**src/rtl/core/sdcs_pkg.sv**
```systemverilog
// Shared types and constants for the stick dead zone, calibration and scale block.
// Depends on nothing; every other file refers to it by scoped names.
`timescale 1ns / 1ps
`default_nettype none

package sdcs_pkg;

  localparam int NumChannels = 4;
  localparam int ChanW       = 2;
  localparam int OpW         = 2;
  localparam int SampleW     = 8;
  localparam int CfgIdxW     = 2;
  localparam int CfgDataW    = 8;

  localparam logic [SampleW-1:0] ScaleTop      = 8'd127;
  localparam logic [SampleW-1:0] FullScaleRst  = 8'd255;
  localparam logic [SampleW-1:0] DeadbandRst   = 8'd0;
  localparam logic [NumChannels-1:0] FlipRst   = 4'd0;
  localparam logic [NumChannels-1:0] CenterRst = 4'd15;
  localparam logic [SampleW-1:0] BandLowRst    = 8'd255;
  localparam logic [SampleW-1:0] BandHighRst   = 8'd0;

  localparam int QueueDepth  = 2;
  localparam int QueuePtrW   = 1;
  localparam int QueueCntW   = 2;

  localparam int DivSteps    = 8;
  localparam int BitsPerStep = 2;
  localparam int StepW       = 3;
  localparam int DvdW        = 16;
  localparam int RemW        = 9;

  typedef enum logic [OpW-1:0] {
    OP_CALIBRATE = 2'd0,
    OP_CLOSE     = 2'd1,
    OP_CONVERT   = 2'd2,
    OP_IGNORE    = 2'd3
  } op_e;

  typedef enum logic [CfgIdxW-1:0] {
    CFG_FULL_SCALE = 2'd0,
    CFG_DEADBAND   = 2'd1,
    CFG_FLIP_MASK  = 2'd2,
    CFG_CENTER     = 2'd3
  } cfg_idx_e;

  typedef struct packed {
    logic               div;
    logic [SampleW-1:0] num;
    logic [SampleW-1:0] den;
    logic [SampleW-1:0] mag;
    logic               neg;
    logic [ChanW-1:0]   ch;
  } job_t;

endpackage

`default_nettype wire

```
**src/rtl/core/sdcs_if.sv**
```systemverilog
// Channel interfaces for the input items, the results and the configuration writes.
// Depends on sdcs_pkg for field widths.
`timescale 1ns / 1ps
`default_nettype none

interface sdcs_in_if;
  logic                         valid;
  logic                         ready;
  logic [sdcs_pkg::OpW-1:0]     op;
  logic [sdcs_pkg::ChanW-1:0]   channel;
  logic [sdcs_pkg::SampleW-1:0] sample;
  modport source (output valid, op, channel, sample, input ready);
  modport sink   (input valid, op, channel, sample, output ready);
endinterface

interface sdcs_out_if;
  logic                         valid;
  logic                         ready;
  logic [sdcs_pkg::SampleW-1:0] magnitude;
  logic                         negative;
  logic [sdcs_pkg::ChanW-1:0]   out_channel;
  modport source (output valid, magnitude, negative, out_channel, input ready);
  modport sink   (input valid, magnitude, negative, out_channel, output ready);
endinterface

interface sdcs_cfg_if;
  logic                          valid;
  logic                          ready;
  logic [sdcs_pkg::CfgIdxW-1:0]  index;
  logic [sdcs_pkg::CfgDataW-1:0] data;
  modport source (output valid, index, data, input ready);
  modport sink   (input valid, index, data, output ready);
endinterface

`default_nettype wire

```
**src/rtl/core/sdcs_front.sv**
```systemverilog
// Front end: configuration registers, per-channel rest bands, item classification.
// Depends on sdcs_pkg and the channel interfaces in sdcs_if.
`timescale 1ns / 1ps
`default_nettype none

module sdcs_front (
  input  wire logic        clk_i,
  input  wire logic        rst_ni,
  sdcs_in_if.sink          in_i,
  sdcs_cfg_if.sink         cfg_i,
  input  wire logic        q_full_i,
  output sdcs_pkg::job_t   job_o,
  output logic             push_o
);

  logic [sdcs_pkg::SampleW-1:0]     full_scale_q;
  logic [sdcs_pkg::SampleW-1:0]     deadband_q;
  logic [sdcs_pkg::NumChannels-1:0] flip_q;
  logic [sdcs_pkg::NumChannels-1:0] center_q;
  logic [sdcs_pkg::SampleW-1:0]     band_low_q  [sdcs_pkg::NumChannels];
  logic [sdcs_pkg::SampleW-1:0]     band_high_q [sdcs_pkg::NumChannels];
  logic [sdcs_pkg::SampleW-1:0]     band_low_d;
  logic [sdcs_pkg::SampleW-1:0]     band_high_d;

  logic                         accept;
  logic                         chan_ok;
  sdcs_pkg::op_e                op;
  logic [sdcs_pkg::SampleW-1:0] v;
  logic [sdcs_pkg::SampleW-1:0] lo;
  logic [sdcs_pkg::SampleW-1:0] hi;
  logic [sdcs_pkg::SampleW:0]   hi_wide;

  assign in_i.ready  = !q_full_i;
  assign cfg_i.ready = 1'b1;
  assign accept      = in_i.valid && in_i.ready;
  assign op          = sdcs_pkg::op_e'(in_i.op);
  assign chan_ok     = 32'(in_i.channel) < 32'(sdcs_pkg::NumChannels);
  assign lo          = band_low_q[in_i.channel];
  assign hi          = band_high_q[in_i.channel];

  always_comb begin
    if (flip_q[in_i.channel]) begin
      v = (in_i.sample > full_scale_q) ? '0 : full_scale_q - in_i.sample;
    end else begin
      v = in_i.sample;
    end
  end

  always_comb begin
    band_low_d  = lo;
    band_high_d = hi;
    hi_wide     = {1'b0, hi} + {1'b0, deadband_q};
    unique case (op)
      sdcs_pkg::OP_CALIBRATE: begin
        if (v < lo) begin
          band_low_d = v;
        end
        if (v > hi) begin
          band_high_d = v;
        end
      end
      sdcs_pkg::OP_CLOSE: begin
        band_low_d  = (lo > deadband_q) ? lo - deadband_q : '0;
        band_high_d = (hi_wide > {1'b0, full_scale_q}) ? full_scale_q
                                                       : hi_wide[sdcs_pkg::SampleW-1:0];
      end
      sdcs_pkg::OP_CONVERT, sdcs_pkg::OP_IGNORE: begin
      end
    endcase
  end

  always_comb begin
    job_o     = '0;
    job_o.ch  = in_i.channel;
    job_o.mag = v;
    if (center_q[in_i.channel]) begin
      if (v >= lo && v <= hi) begin
        job_o.mag = '0;
      end else if (v > hi) begin
        if (full_scale_q <= hi) begin
          job_o.mag = sdcs_pkg::ScaleTop;
        end else begin
          job_o.div = 1'b1;
          job_o.num = v - hi;
          job_o.den = full_scale_q - hi;
        end
      end else begin
        job_o.div = 1'b1;
        job_o.num = lo - v;
        job_o.den = lo;
        job_o.neg = 1'b1;
      end
    end
  end

  assign push_o = accept && chan_ok && (op == sdcs_pkg::OP_CONVERT);

  always_ff @(posedge clk_i or negedge rst_ni) begin
    if (!rst_ni) begin
      full_scale_q <= sdcs_pkg::FullScaleRst;
      deadband_q   <= sdcs_pkg::DeadbandRst;
      flip_q       <= sdcs_pkg::FlipRst;
      center_q     <= sdcs_pkg::CenterRst;
      for (int i = 0; i < sdcs_pkg::NumChannels; i++) begin
        band_low_q[i]  <= sdcs_pkg::BandLowRst;
        band_high_q[i] <= sdcs_pkg::BandHighRst;
      end
    end else begin
      if (cfg_i.valid && cfg_i.ready) begin
        unique case (sdcs_pkg::cfg_idx_e'(cfg_i.index))
          sdcs_pkg::CFG_FULL_SCALE: full_scale_q <= cfg_i.data;
          sdcs_pkg::CFG_DEADBAND:   deadband_q   <= cfg_i.data;
          sdcs_pkg::CFG_FLIP_MASK:  flip_q       <= cfg_i.data[sdcs_pkg::NumChannels-1:0];
          sdcs_pkg::CFG_CENTER:     center_q     <= cfg_i.data[sdcs_pkg::NumChannels-1:0];
        endcase
      end
      if (accept && chan_ok) begin
        band_low_q[in_i.channel]  <= band_low_d;
        band_high_q[in_i.channel] <= band_high_d;
      end
    end
  end

endmodule

`default_nettype wire

```
**src/rtl/core/sdcs_fifo.sv**
```systemverilog
// Short job queue between the front end and the divider back end.
// Depends on sdcs_pkg for the job type and the queue depth.
`timescale 1ns / 1ps
`default_nettype none

module sdcs_fifo (
  input  wire logic            clk_i,
  input  wire logic            rst_ni,
  input  wire logic            push_i,
  input  wire sdcs_pkg::job_t  job_i,
  input  wire logic            pop_i,
  output sdcs_pkg::job_t       job_o,
  output logic                 full_o,
  output logic                 empty_o
);

  sdcs_pkg::job_t                  mem_q [sdcs_pkg::QueueDepth];
  logic [sdcs_pkg::QueuePtrW-1:0]  wr_q, wr_d;
  logic [sdcs_pkg::QueuePtrW-1:0]  rd_q, rd_d;
  logic [sdcs_pkg::QueueCntW-1:0]  cnt_q, cnt_d;
  logic                            do_push;
  logic                            do_pop;

  assign full_o  = cnt_q == sdcs_pkg::QueueCntW'(sdcs_pkg::QueueDepth);
  assign empty_o = cnt_q == '0;
  assign job_o   = mem_q[rd_q];
  assign do_push = push_i && !full_o;
  assign do_pop  = pop_i && !empty_o;

  always_comb begin
    wr_d  = do_push ? wr_q + 1'b1 : wr_q;
    rd_d  = do_pop ? rd_q + 1'b1 : rd_q;
    cnt_d = cnt_q;
    if (do_push && !do_pop) begin
      cnt_d = cnt_q + 1'b1;
    end else if (do_pop && !do_push) begin
      cnt_d = cnt_q - 1'b1;
    end
  end

  always_ff @(posedge clk_i or negedge rst_ni) begin
    if (!rst_ni) begin
      wr_q  <= '0;
      rd_q  <= '0;
      cnt_q <= '0;
    end else begin
      wr_q  <= wr_d;
      rd_q  <= rd_d;
      cnt_q <= cnt_d;
    end
  end

  always_ff @(posedge clk_i) begin
    if (do_push) begin
      mem_q[wr_q] <= job_i;
    end
  end

endmodule

`default_nettype wire

```
**src/rtl/core/sdcs_back.sv**
```systemverilog
// Back end: serial restoring divider for the rescale and the result register.
// Depends on sdcs_pkg and the result interface in sdcs_if.
`timescale 1ns / 1ps
`default_nettype none

module sdcs_back (
  input  wire logic            clk_i,
  input  wire logic            rst_ni,
  input  wire sdcs_pkg::job_t  job_i,
  input  wire logic            empty_i,
  output logic                 pop_o,
  sdcs_out_if.source           out_o
);

  typedef enum logic [1:0] {
    ST_IDLE,
    ST_DIV,
    ST_OUT
  } state_e;

  state_e                          state_q;
  logic [sdcs_pkg::RemW-1:0]       rem_q, rem_d;
  logic [sdcs_pkg::DvdW-1:0]       dvd_q, dvd_d;
  logic [sdcs_pkg::DvdW-1:0]       quo_q, quo_d;
  logic [sdcs_pkg::SampleW-1:0]    den_q;
  logic [sdcs_pkg::StepW-1:0]      step_q;
  logic [sdcs_pkg::SampleW-1:0]    mag_q;
  logic                            neg_q;
  logic [sdcs_pkg::ChanW-1:0]      ch_q;
  logic [sdcs_pkg::DvdW-1:0]       dvd_init;
  logic [sdcs_pkg::RemW-1:0]       trial;

  assign pop_o = (state_q == ST_IDLE) && !empty_i;

  // The dividend is num * 127, formed as num * 128 - num.
  assign dvd_init = {1'b0, job_i.num, 7'b0} - {8'b0, job_i.num};

  always_comb begin
    rem_d = rem_q;
    dvd_d = dvd_q;
    quo_d = quo_q;
    trial = '0;
    for (int b = 0; b < sdcs_pkg::BitsPerStep; b++) begin
      trial = {rem_d[sdcs_pkg::RemW-2:0], dvd_d[sdcs_pkg::DvdW-1]};
      dvd_d = {dvd_d[sdcs_pkg::DvdW-2:0], 1'b0};
      if (trial >= {1'b0, den_q}) begin
        rem_d = trial - {1'b0, den_q};
        quo_d = {quo_d[sdcs_pkg::DvdW-2:0], 1'b1};
      end else begin
        rem_d = trial;
        quo_d = {quo_d[sdcs_pkg::DvdW-2:0], 1'b0};
      end
    end
  end

  assign out_o.valid       = state_q == ST_OUT;
  assign out_o.magnitude   = mag_q;
  assign out_o.negative    = neg_q;
  assign out_o.out_channel = ch_q;

  always_ff @(posedge clk_i or negedge rst_ni) begin
    if (!rst_ni) begin
      state_q <= ST_IDLE;
      step_q  <= '0;
      rem_q   <= '0;
      dvd_q   <= '0;
      quo_q   <= '0;
      den_q   <= '0;
      mag_q   <= '0;
      neg_q   <= 1'b0;
      ch_q    <= '0;
    end else begin
      unique case (state_q)
        ST_IDLE: begin
          if (pop_o) begin
            ch_q  <= job_i.ch;
            neg_q <= job_i.neg;
            mag_q <= job_i.mag;
            if (job_i.div) begin
              dvd_q   <= dvd_init;
              den_q   <= job_i.den;
              rem_q   <= '0;
              quo_q   <= '0;
              step_q  <= '0;
              state_q <= ST_DIV;
            end else begin
              state_q <= ST_OUT;
            end
          end
        end
        ST_DIV: begin
          rem_q  <= rem_d;
          dvd_q  <= dvd_d;
          quo_q  <= quo_d;
          step_q <= step_q + 1'b1;
          if (step_q == sdcs_pkg::StepW'(sdcs_pkg::DivSteps - 1)) begin
            mag_q   <= (quo_d > sdcs_pkg::DvdW'(sdcs_pkg::ScaleTop))
                       ? sdcs_pkg::ScaleTop : quo_d[sdcs_pkg::SampleW-1:0];
            state_q <= ST_OUT;
          end
        end
        ST_OUT: begin
          if (out_o.ready) begin
            state_q <= ST_IDLE;
          end
        end
        default: begin
          state_q <= ST_IDLE;
        end
      endcase
    end
  end

endmodule

`default_nettype wire

```
**src/rtl/core/stick_deadzone_calibrate_scale.sv**
```systemverilog
// Top level of the stick dead zone, calibration and rescale block.
// Depends on sdcs_pkg, sdcs_if, sdcs_front, sdcs_fifo and sdcs_back.
//
// Samples for four 8-bit stick channels enter on in_i, results leave on out_o and
// registers are written through cfg_i, which is always ready. Calibrate and close
// items update the channel's rest band in the cycle of their transfer and give no
// result. A convert item is classified at once and queued (two entries); the back
// end then takes it, runs the serial divider, which produces two quotient bits per
// cycle, when a centred channel's sample lies below the band or above a band that
// ends under full scale, presents the result until it is taken and only then takes
// the next item.
`timescale 1ns / 1ps
`default_nettype none

module stick_deadzone_calibrate_scale (
  input  wire logic clk_i,
  input  wire logic rst_ni,
  sdcs_in_if.sink   in_i,
  sdcs_cfg_if.sink  cfg_i,
  sdcs_out_if.source out_o
);

  sdcs_pkg::job_t push_job;
  sdcs_pkg::job_t head_job;
  logic           push;
  logic           pop;
  logic           q_full;
  logic           q_empty;

  sdcs_front u_front (
    .clk_i    (clk_i),
    .rst_ni   (rst_ni),
    .in_i     (in_i),
    .cfg_i    (cfg_i),
    .q_full_i (q_full),
    .job_o    (push_job),
    .push_o   (push)
  );

  sdcs_fifo u_fifo (
    .clk_i   (clk_i),
    .rst_ni  (rst_ni),
    .push_i  (push),
    .job_i   (push_job),
    .pop_i   (pop),
    .job_o   (head_job),
    .full_o  (q_full),
    .empty_o (q_empty)
  );

  sdcs_back u_back (
    .clk_i   (clk_i),
    .rst_ni  (rst_ni),
    .job_i   (head_job),
    .empty_i (q_empty),
    .pop_o   (pop),
    .out_o   (out_o)
  );

endmodule

`default_nettype wire
```
**src/flat_wrapper.sv**
```systemverilog
// flat-port wrapper written by rule: the top's interface ports become plain ports
module stick_deadzone_calibrate_scale_flat 
  (clk_i, rst_ni, in_i_valid, in_i_op, in_i_channel, in_i_sample, in_i_ready, cfg_i_valid, cfg_i_index, cfg_i_data, cfg_i_ready, out_o_valid, out_o_magnitude, out_o_negative, out_o_out_channel, out_o_ready);
  sdcs_in_if in_i_i ();
  sdcs_cfg_if cfg_i_i ();
  sdcs_out_if out_o_i ();
  input  wire logic clk_i;
  input  wire logic rst_ni;
  input wire logic [$bits(in_i_i.valid)-1:0] in_i_valid;
  input wire logic [$bits(in_i_i.op)-1:0] in_i_op;
  input wire logic [$bits(in_i_i.channel)-1:0] in_i_channel;
  input wire logic [$bits(in_i_i.sample)-1:0] in_i_sample;
  output wire logic [$bits(in_i_i.ready)-1:0] in_i_ready;
  input wire logic [$bits(cfg_i_i.valid)-1:0] cfg_i_valid;
  input wire logic [$bits(cfg_i_i.index)-1:0] cfg_i_index;
  input wire logic [$bits(cfg_i_i.data)-1:0] cfg_i_data;
  output wire logic [$bits(cfg_i_i.ready)-1:0] cfg_i_ready;
  output wire logic [$bits(out_o_i.valid)-1:0] out_o_valid;
  output wire logic [$bits(out_o_i.magnitude)-1:0] out_o_magnitude;
  output wire logic [$bits(out_o_i.negative)-1:0] out_o_negative;
  output wire logic [$bits(out_o_i.out_channel)-1:0] out_o_out_channel;
  input wire logic [$bits(out_o_i.ready)-1:0] out_o_ready;
  assign in_i_i.valid = in_i_valid;
  assign in_i_i.op = in_i_op;
  assign in_i_i.channel = in_i_channel;
  assign in_i_i.sample = in_i_sample;
  assign in_i_ready = in_i_i.ready;
  assign cfg_i_i.valid = cfg_i_valid;
  assign cfg_i_i.index = cfg_i_index;
  assign cfg_i_i.data = cfg_i_data;
  assign cfg_i_ready = cfg_i_i.ready;
  assign out_o_valid = out_o_i.valid;
  assign out_o_magnitude = out_o_i.magnitude;
  assign out_o_negative = out_o_i.negative;
  assign out_o_out_channel = out_o_i.out_channel;
  assign out_o_i.ready = out_o_ready;
  stick_deadzone_calibrate_scale u_core (.clk_i(clk_i), .rst_ni(rst_ni), .in_i(in_i_i), .cfg_i(cfg_i_i), .out_o(out_o_i));
endmodule
```
**config.mk**
```make
export PLATFORM = sky130hd
export DESIGN_NAME = stick_deadzone_calibrate_scale_flat
export DESIGN_NICKNAME = d
export VERILOG_FILES = /design/src/rtl/core/sdcs_pkg.sv /design/src/rtl/core/sdcs_if.sv /design/src/rtl/core/sdcs_front.sv /design/src/rtl/core/sdcs_fifo.sv /design/src/rtl/core/sdcs_back.sv /design/src/rtl/core/stick_deadzone_calibrate_scale.sv /design/src/flat_wrapper.sv
export SDC_FILE = /design/constraint.sdc
export NUM_CORES = 1
export LEC_CHECK = 0
export BUFFER_PORTS_ARGS = -buffer_cell sky130_fd_sc_hd__buf_2
export CAP_MARGIN = 20
export CORE_MARGIN = 5
export CORE_UTILIZATION = 45
export CTS_BUF_LIST = sky130_fd_sc_hd__clkbuf_16
export DETAILED_ROUTE_END_ITERATION = 10
export GPL_TIMING_DRIVEN = 0
export PLACE_DENSITY = 0.65
export SYNTH_ARGS = -nofsm -noshare
export SYNTH_HDL_FRONTEND = slang
export SYNTH_HIERARCHICAL = 1
export SYNTH_SLANG_ARGS = --single-unit
```
**constraint.sdc**
```tcl
create_clock -name clk_i -period 7.2 [get_ports clk_i]
set_input_delay 1.44 -clock clk_i [delete_from_list [all_inputs] [get_ports clk_i]]
set_output_delay 1.44 -clock clk_i [all_outputs]
set_load 0.05 [all_outputs]
```
==> impl_metrics.py <==
metrics = {
    "critical_path": {
        "critPathLaunchType": "input pin",
        "reg2reg_to": "u_core/u_front/band_high_q[30]$_DFFE_PN0P_",
        "end_kind": "flip-flop",
        "crit-reg2reg-launch": "u_core/u_front/full_scale_q[0]$_DFFE_PN1P_",
        "worstPathMaxFanout": 10,
        "crit_path_max_incr_delay_ns": 0.72,
        "critPathSlowestCell": "a221oi_1",
        "endpoint": "u_core/u_front/band_high_q[2]$_DFFE_PN0P_",
        "crit_path_start": "in_i_channel[1]",
        "ff2ff_path_depth": 20,
        "crit_chain": "buf_2 -> buf_1 -> mux4_2 -> ha_1 -> inv_1 -> fa_1 -> nor2b_1 -> o31a_1 -> o21a_1 -> nor3_1 -> nor2_1 -> ha_1 -> nor4_1 -> o21ai_0 -> o221a_2 -> nor3_2 -> mux2_2 -> a221oi_1 -> o21ai_0",
        "crit_type": "in -> reg",
        "crit_arrival_ns": 6.97,
        "ff2ff_setup_slack_ns": 1.27,
        "critPathRequiredTime_ns": 7.57,
    },
    "synthesis": {
        "syn_inst": 1290,
        "syn_nets": 1401,
        "synth.distinct_cells": 89,
        "synth_top_area_share_pct": 21.2,
        "yosysTopAreaCell": "dfrtp_1",
        "synth_edf_count": 56,
        "ys.flop_type": "dfrtp_1",
        "ys_warn_count": 6,
        "avgSynthCellArea_um2": 10.1,
        "yosys-top-cells-area": "dfrtp_1 (21%), edfxtp_1 (13%), dfstp_2 (8.9%)",
        "ys_async_sr_fraction_pct": 73.3,
        "synth_seq_cells": 210,
        "netlist_area_um2": 13000,
        "seq_area_frac_synth_pct": 43.1,
    },
    "drt": {
        "drt-total-wl_um": 34200,
        "drcViolationCount": 0,
        "first_iter_violations": 742,
        "vias": 10200,
        "vias_per_cell": 5.79,
        "avgRoutedWirePerCell_um": 19.5,
        "dr.pass1.iters": 5,
        "postRouteAntennaNets": 0,
    },
    "clocking": {
        "ctsRootBufferMaster": "clkbuf_16",
        "htreeDepth": 1,
        "ctsHoldBuffers": 0,
        "cts_max_path_buffers": 3,
        "clk_pin_slew_ns": 0.06,
        "insertion_delay_ns": 0.53,
        "cts_made_buffers": 23,
        "cts_tree": "yes",
        "cts-resized-gates": 0,
        "clock-sinks": 210,
        "post-cts-setup-buffers": 0,
    },
    "min_path": {
        "hp-start": "u_core/u_front/band_low_q[18]$_DFFE_PN1P_",
        "worstHoldPathType": "reg -> reg",
    },
    "pwr": {
        "power_frac_seq_pct": 25.7,
        "power.leakage_nw": 6.05,
        "totalPowerFinal_w": 0.00765,
        "p_sw_share_pct": 45.5,
        "ir_worst_vdd_mv": 0.284,
        "p_comb_share_pct": 60.5,
        "power_frac_clock_pct": 13.7,
        "p_per_area_nw_per_um2": 532,
        "internal-power_w": 0.00417,
        "p_sw_w": 0.00348,
    },
    "floorplan": {
        "start_util_pct": 45.4,
        "coreArea_um2": 28500,
        "core.rowCount": 62,
        "die_y_um": 180,
        "num_io_pins": 41,
        "dieArea_um2": 32300,
        "die_w_um": 180,
    },
    "global_routing": {
        "grt_pass1_vias": 10100,
        "grt_start_max_net_pins": 97,
        "grt_antenna_before_repair": 0,
        "grt_pass1_wl_um": 55300,
        "grtUsageTotal_pct": 20.7,
        "grt_overflow": 0,
    },
    "final_layout": {
        "fin_util_pct": 50.4,
        "final_nets": 1465,
        "design_area_um2": 14400,
        "n_antenna_cell": 0,
        "layout_common_cells": "nand2_1 (161), o21ai_0 (138), dfrtp_1 (110)",
        "final_common_cell": "nand2_1",
        "fin_cells": 1755,
        "num-fill-cells": 2687,
        "synthToLayoutAreaGrowth_pct": 10.9,
        "layout-drive-gt1-share_pct": 17.0,
    },
    "sta": {
        "slew_viol_final": 0,
        "relSlewSlack_pct": 35.5,
        "post-route-period-util_pct": 91.7,
        "fin_setup_tns_ns": 0,
        "setup_viol": 0,
        "period_minus_slack_ns": 6.60,
        "max_slew.worst_pin.slew_ns": 0.967,
        "fmax_mhz": 152,
        "hold_violations": 0,
        "rsz0062_at_grt": "false",
        "fin_worst_skew_ns": 0.0154,
    },
    "placement": {
        "io_buffers": 36,
        "globalplace.congestion": 0.932,
        "hpwl_um": 25900,
        "dpl.cell_count": 1713,
        "placed_area_um2": 13700,
    },
    "outcome": {
        "status": "complete, no violations",
    },
    "run": {
        "maxCapViolCount": 0,
    },
}
power by group through the flow:
stage / clock network, W / registers [W] / logic [W]
after floorplan: 0 / 0.00202 / 0.00340
after CTS: 0.00108 / 0.00197 / 0.00459
after global placement: 0 / 0.00197 / 0.00448
after detailed placement: 0 / 0.00198 / 0.00457
final: 0.00105 / 0.00197 / 0.00463
after global routing: 0.00114 / 0.00202 / 0.00511
kinds of logic (layout without fill, tap and decap cells):
kind of cell | after synthesis | after routing | share of synthesized area (%)
xor+xnor | 51 | 51 | 3.44
compound gates | 375 | 375 | 19.2
flops | 210 | 210 | 43.1
mux | 81 | 81 | 8.81
fa+ha+maj | 84 | 84 | 8.51
simple gates | 351 | 351 | 12.5
buf+inv | 137 | 218 | 4.43
other cells | 1 | 1 | 0.0289
area by class of cell:
cell class,count,area [um2],share of cell area (%)
buffer,56,270,1.88
clock buffer,23,576,4.00
clock inverter,19,92.6,0.644
inverter,81,304,2.12
multi-input combinational,943,6810,47.3
sequential,210,5590,38.9
tap,384,480,3.34
timing repair buffer,39,256,1.78
worst min path at each step:
| stage | end | slack, ns | cells past startpoint |
|---|---|---|---|
| 2_1_floorplan | u_core/u_front/band_high_q[13]$_DFFE_PN0P_ | 0.44 | 2 |
| 3_3_place_gp | u_core/u_front/band_low_q[18]$_DFFE_PN1P_ | 0.45 | 2 |
| 3_5_place_dp | u_core/u_front/band_high_q[13]$_DFFE_PN0P_ | 0.46 | 2 |
| 4_1_cts | u_core/u_front/band_low_q[18]$_DFFE_PN1P_ | 0.47 | 2 |
| 5_1_grt | u_core/u_front/band_low_q[18]$_DFFE_PN1P_ | 0.48 | 2 |
| 6_report | u_core/u_front/band_low_q[18]$_DFFE_PN1P_ | 0.47 | 2 |
through the flow:
step	setup slack [ns]	hold WS, ns
floorplan	1.56	0.438
global placement	0.329	0.453
detailed placement	0.186	0.460
CTS	0.722	0.471
global route	0.353	0.485
finish	0.600	0.471
layer usage:
metal	up-vias	wire length (um)	global-route usage [%]
li1	4865	-	-
met1	4957	14700	27.5
met2	262	16600	35.2
met3	71	1490	2.67
met4	0	1290	7.22
met5	-	0	0
synthesized netlist by cell type, types with 12 or more instances:
cell,count
a211oi_1,15
nand2_1,161
dfstp_2,44
a21oi_1,53
ha_1,77
edfxtp_1,56
nand3_1,19
and3_1,13
xnor2_1,31
inv_1,78
nor2_1,62
mux4_2,18
a21o_1,12
dfrtp_1,110
xor2_1,20
a31oi_1,19
nor3_1,20
o21ai_0,138
mux2_2,44
clkbuf_1,37
a22o_1,19
worst max-delay path, delay by kind of cell:
family | cells | cell delay, ns
compound gates | 6 | 1.82
simple gates | 5 | 1.05
buf+inv | 3 | 0.99
mux | 2 | 0.96
fa+ha+maj | 3 | 0.69
flip-flops by register name, summed over array words and instances, names as in the netlist:
register / flops
u_core/u_back/quo_q: 14
u_core/u_front/band_high_q: 32
u_core/u_front/flip_q: 4
u_core/u_fifo/wr_q: 1
u_core/u_back/out_o.magnitude: 8
u_core/u_back/out_o.negative: 1
u_core/u_fifo/cnt_q: 2
u_core/u_front/full_scale_q: 8
u_core/u_fifo/rd_q: 1
u_core/u_back/state_q: 2
u_core/u_back/step_q: 3
u_core/u_back/rem_q: 8
u_core/u_back/den_q: 8
u_core/u_front/deadband_q: 8
u_core/u_front/center_q: 4
u_core/u_front/band_low_q: 32
u_core/u_back/out_o.out_channel: 2
u_core/u_back/dvd_q: 16
u_core/u_fifo/mem_q: 56
No activity file was read; power rests on OpenSTA's default activity.
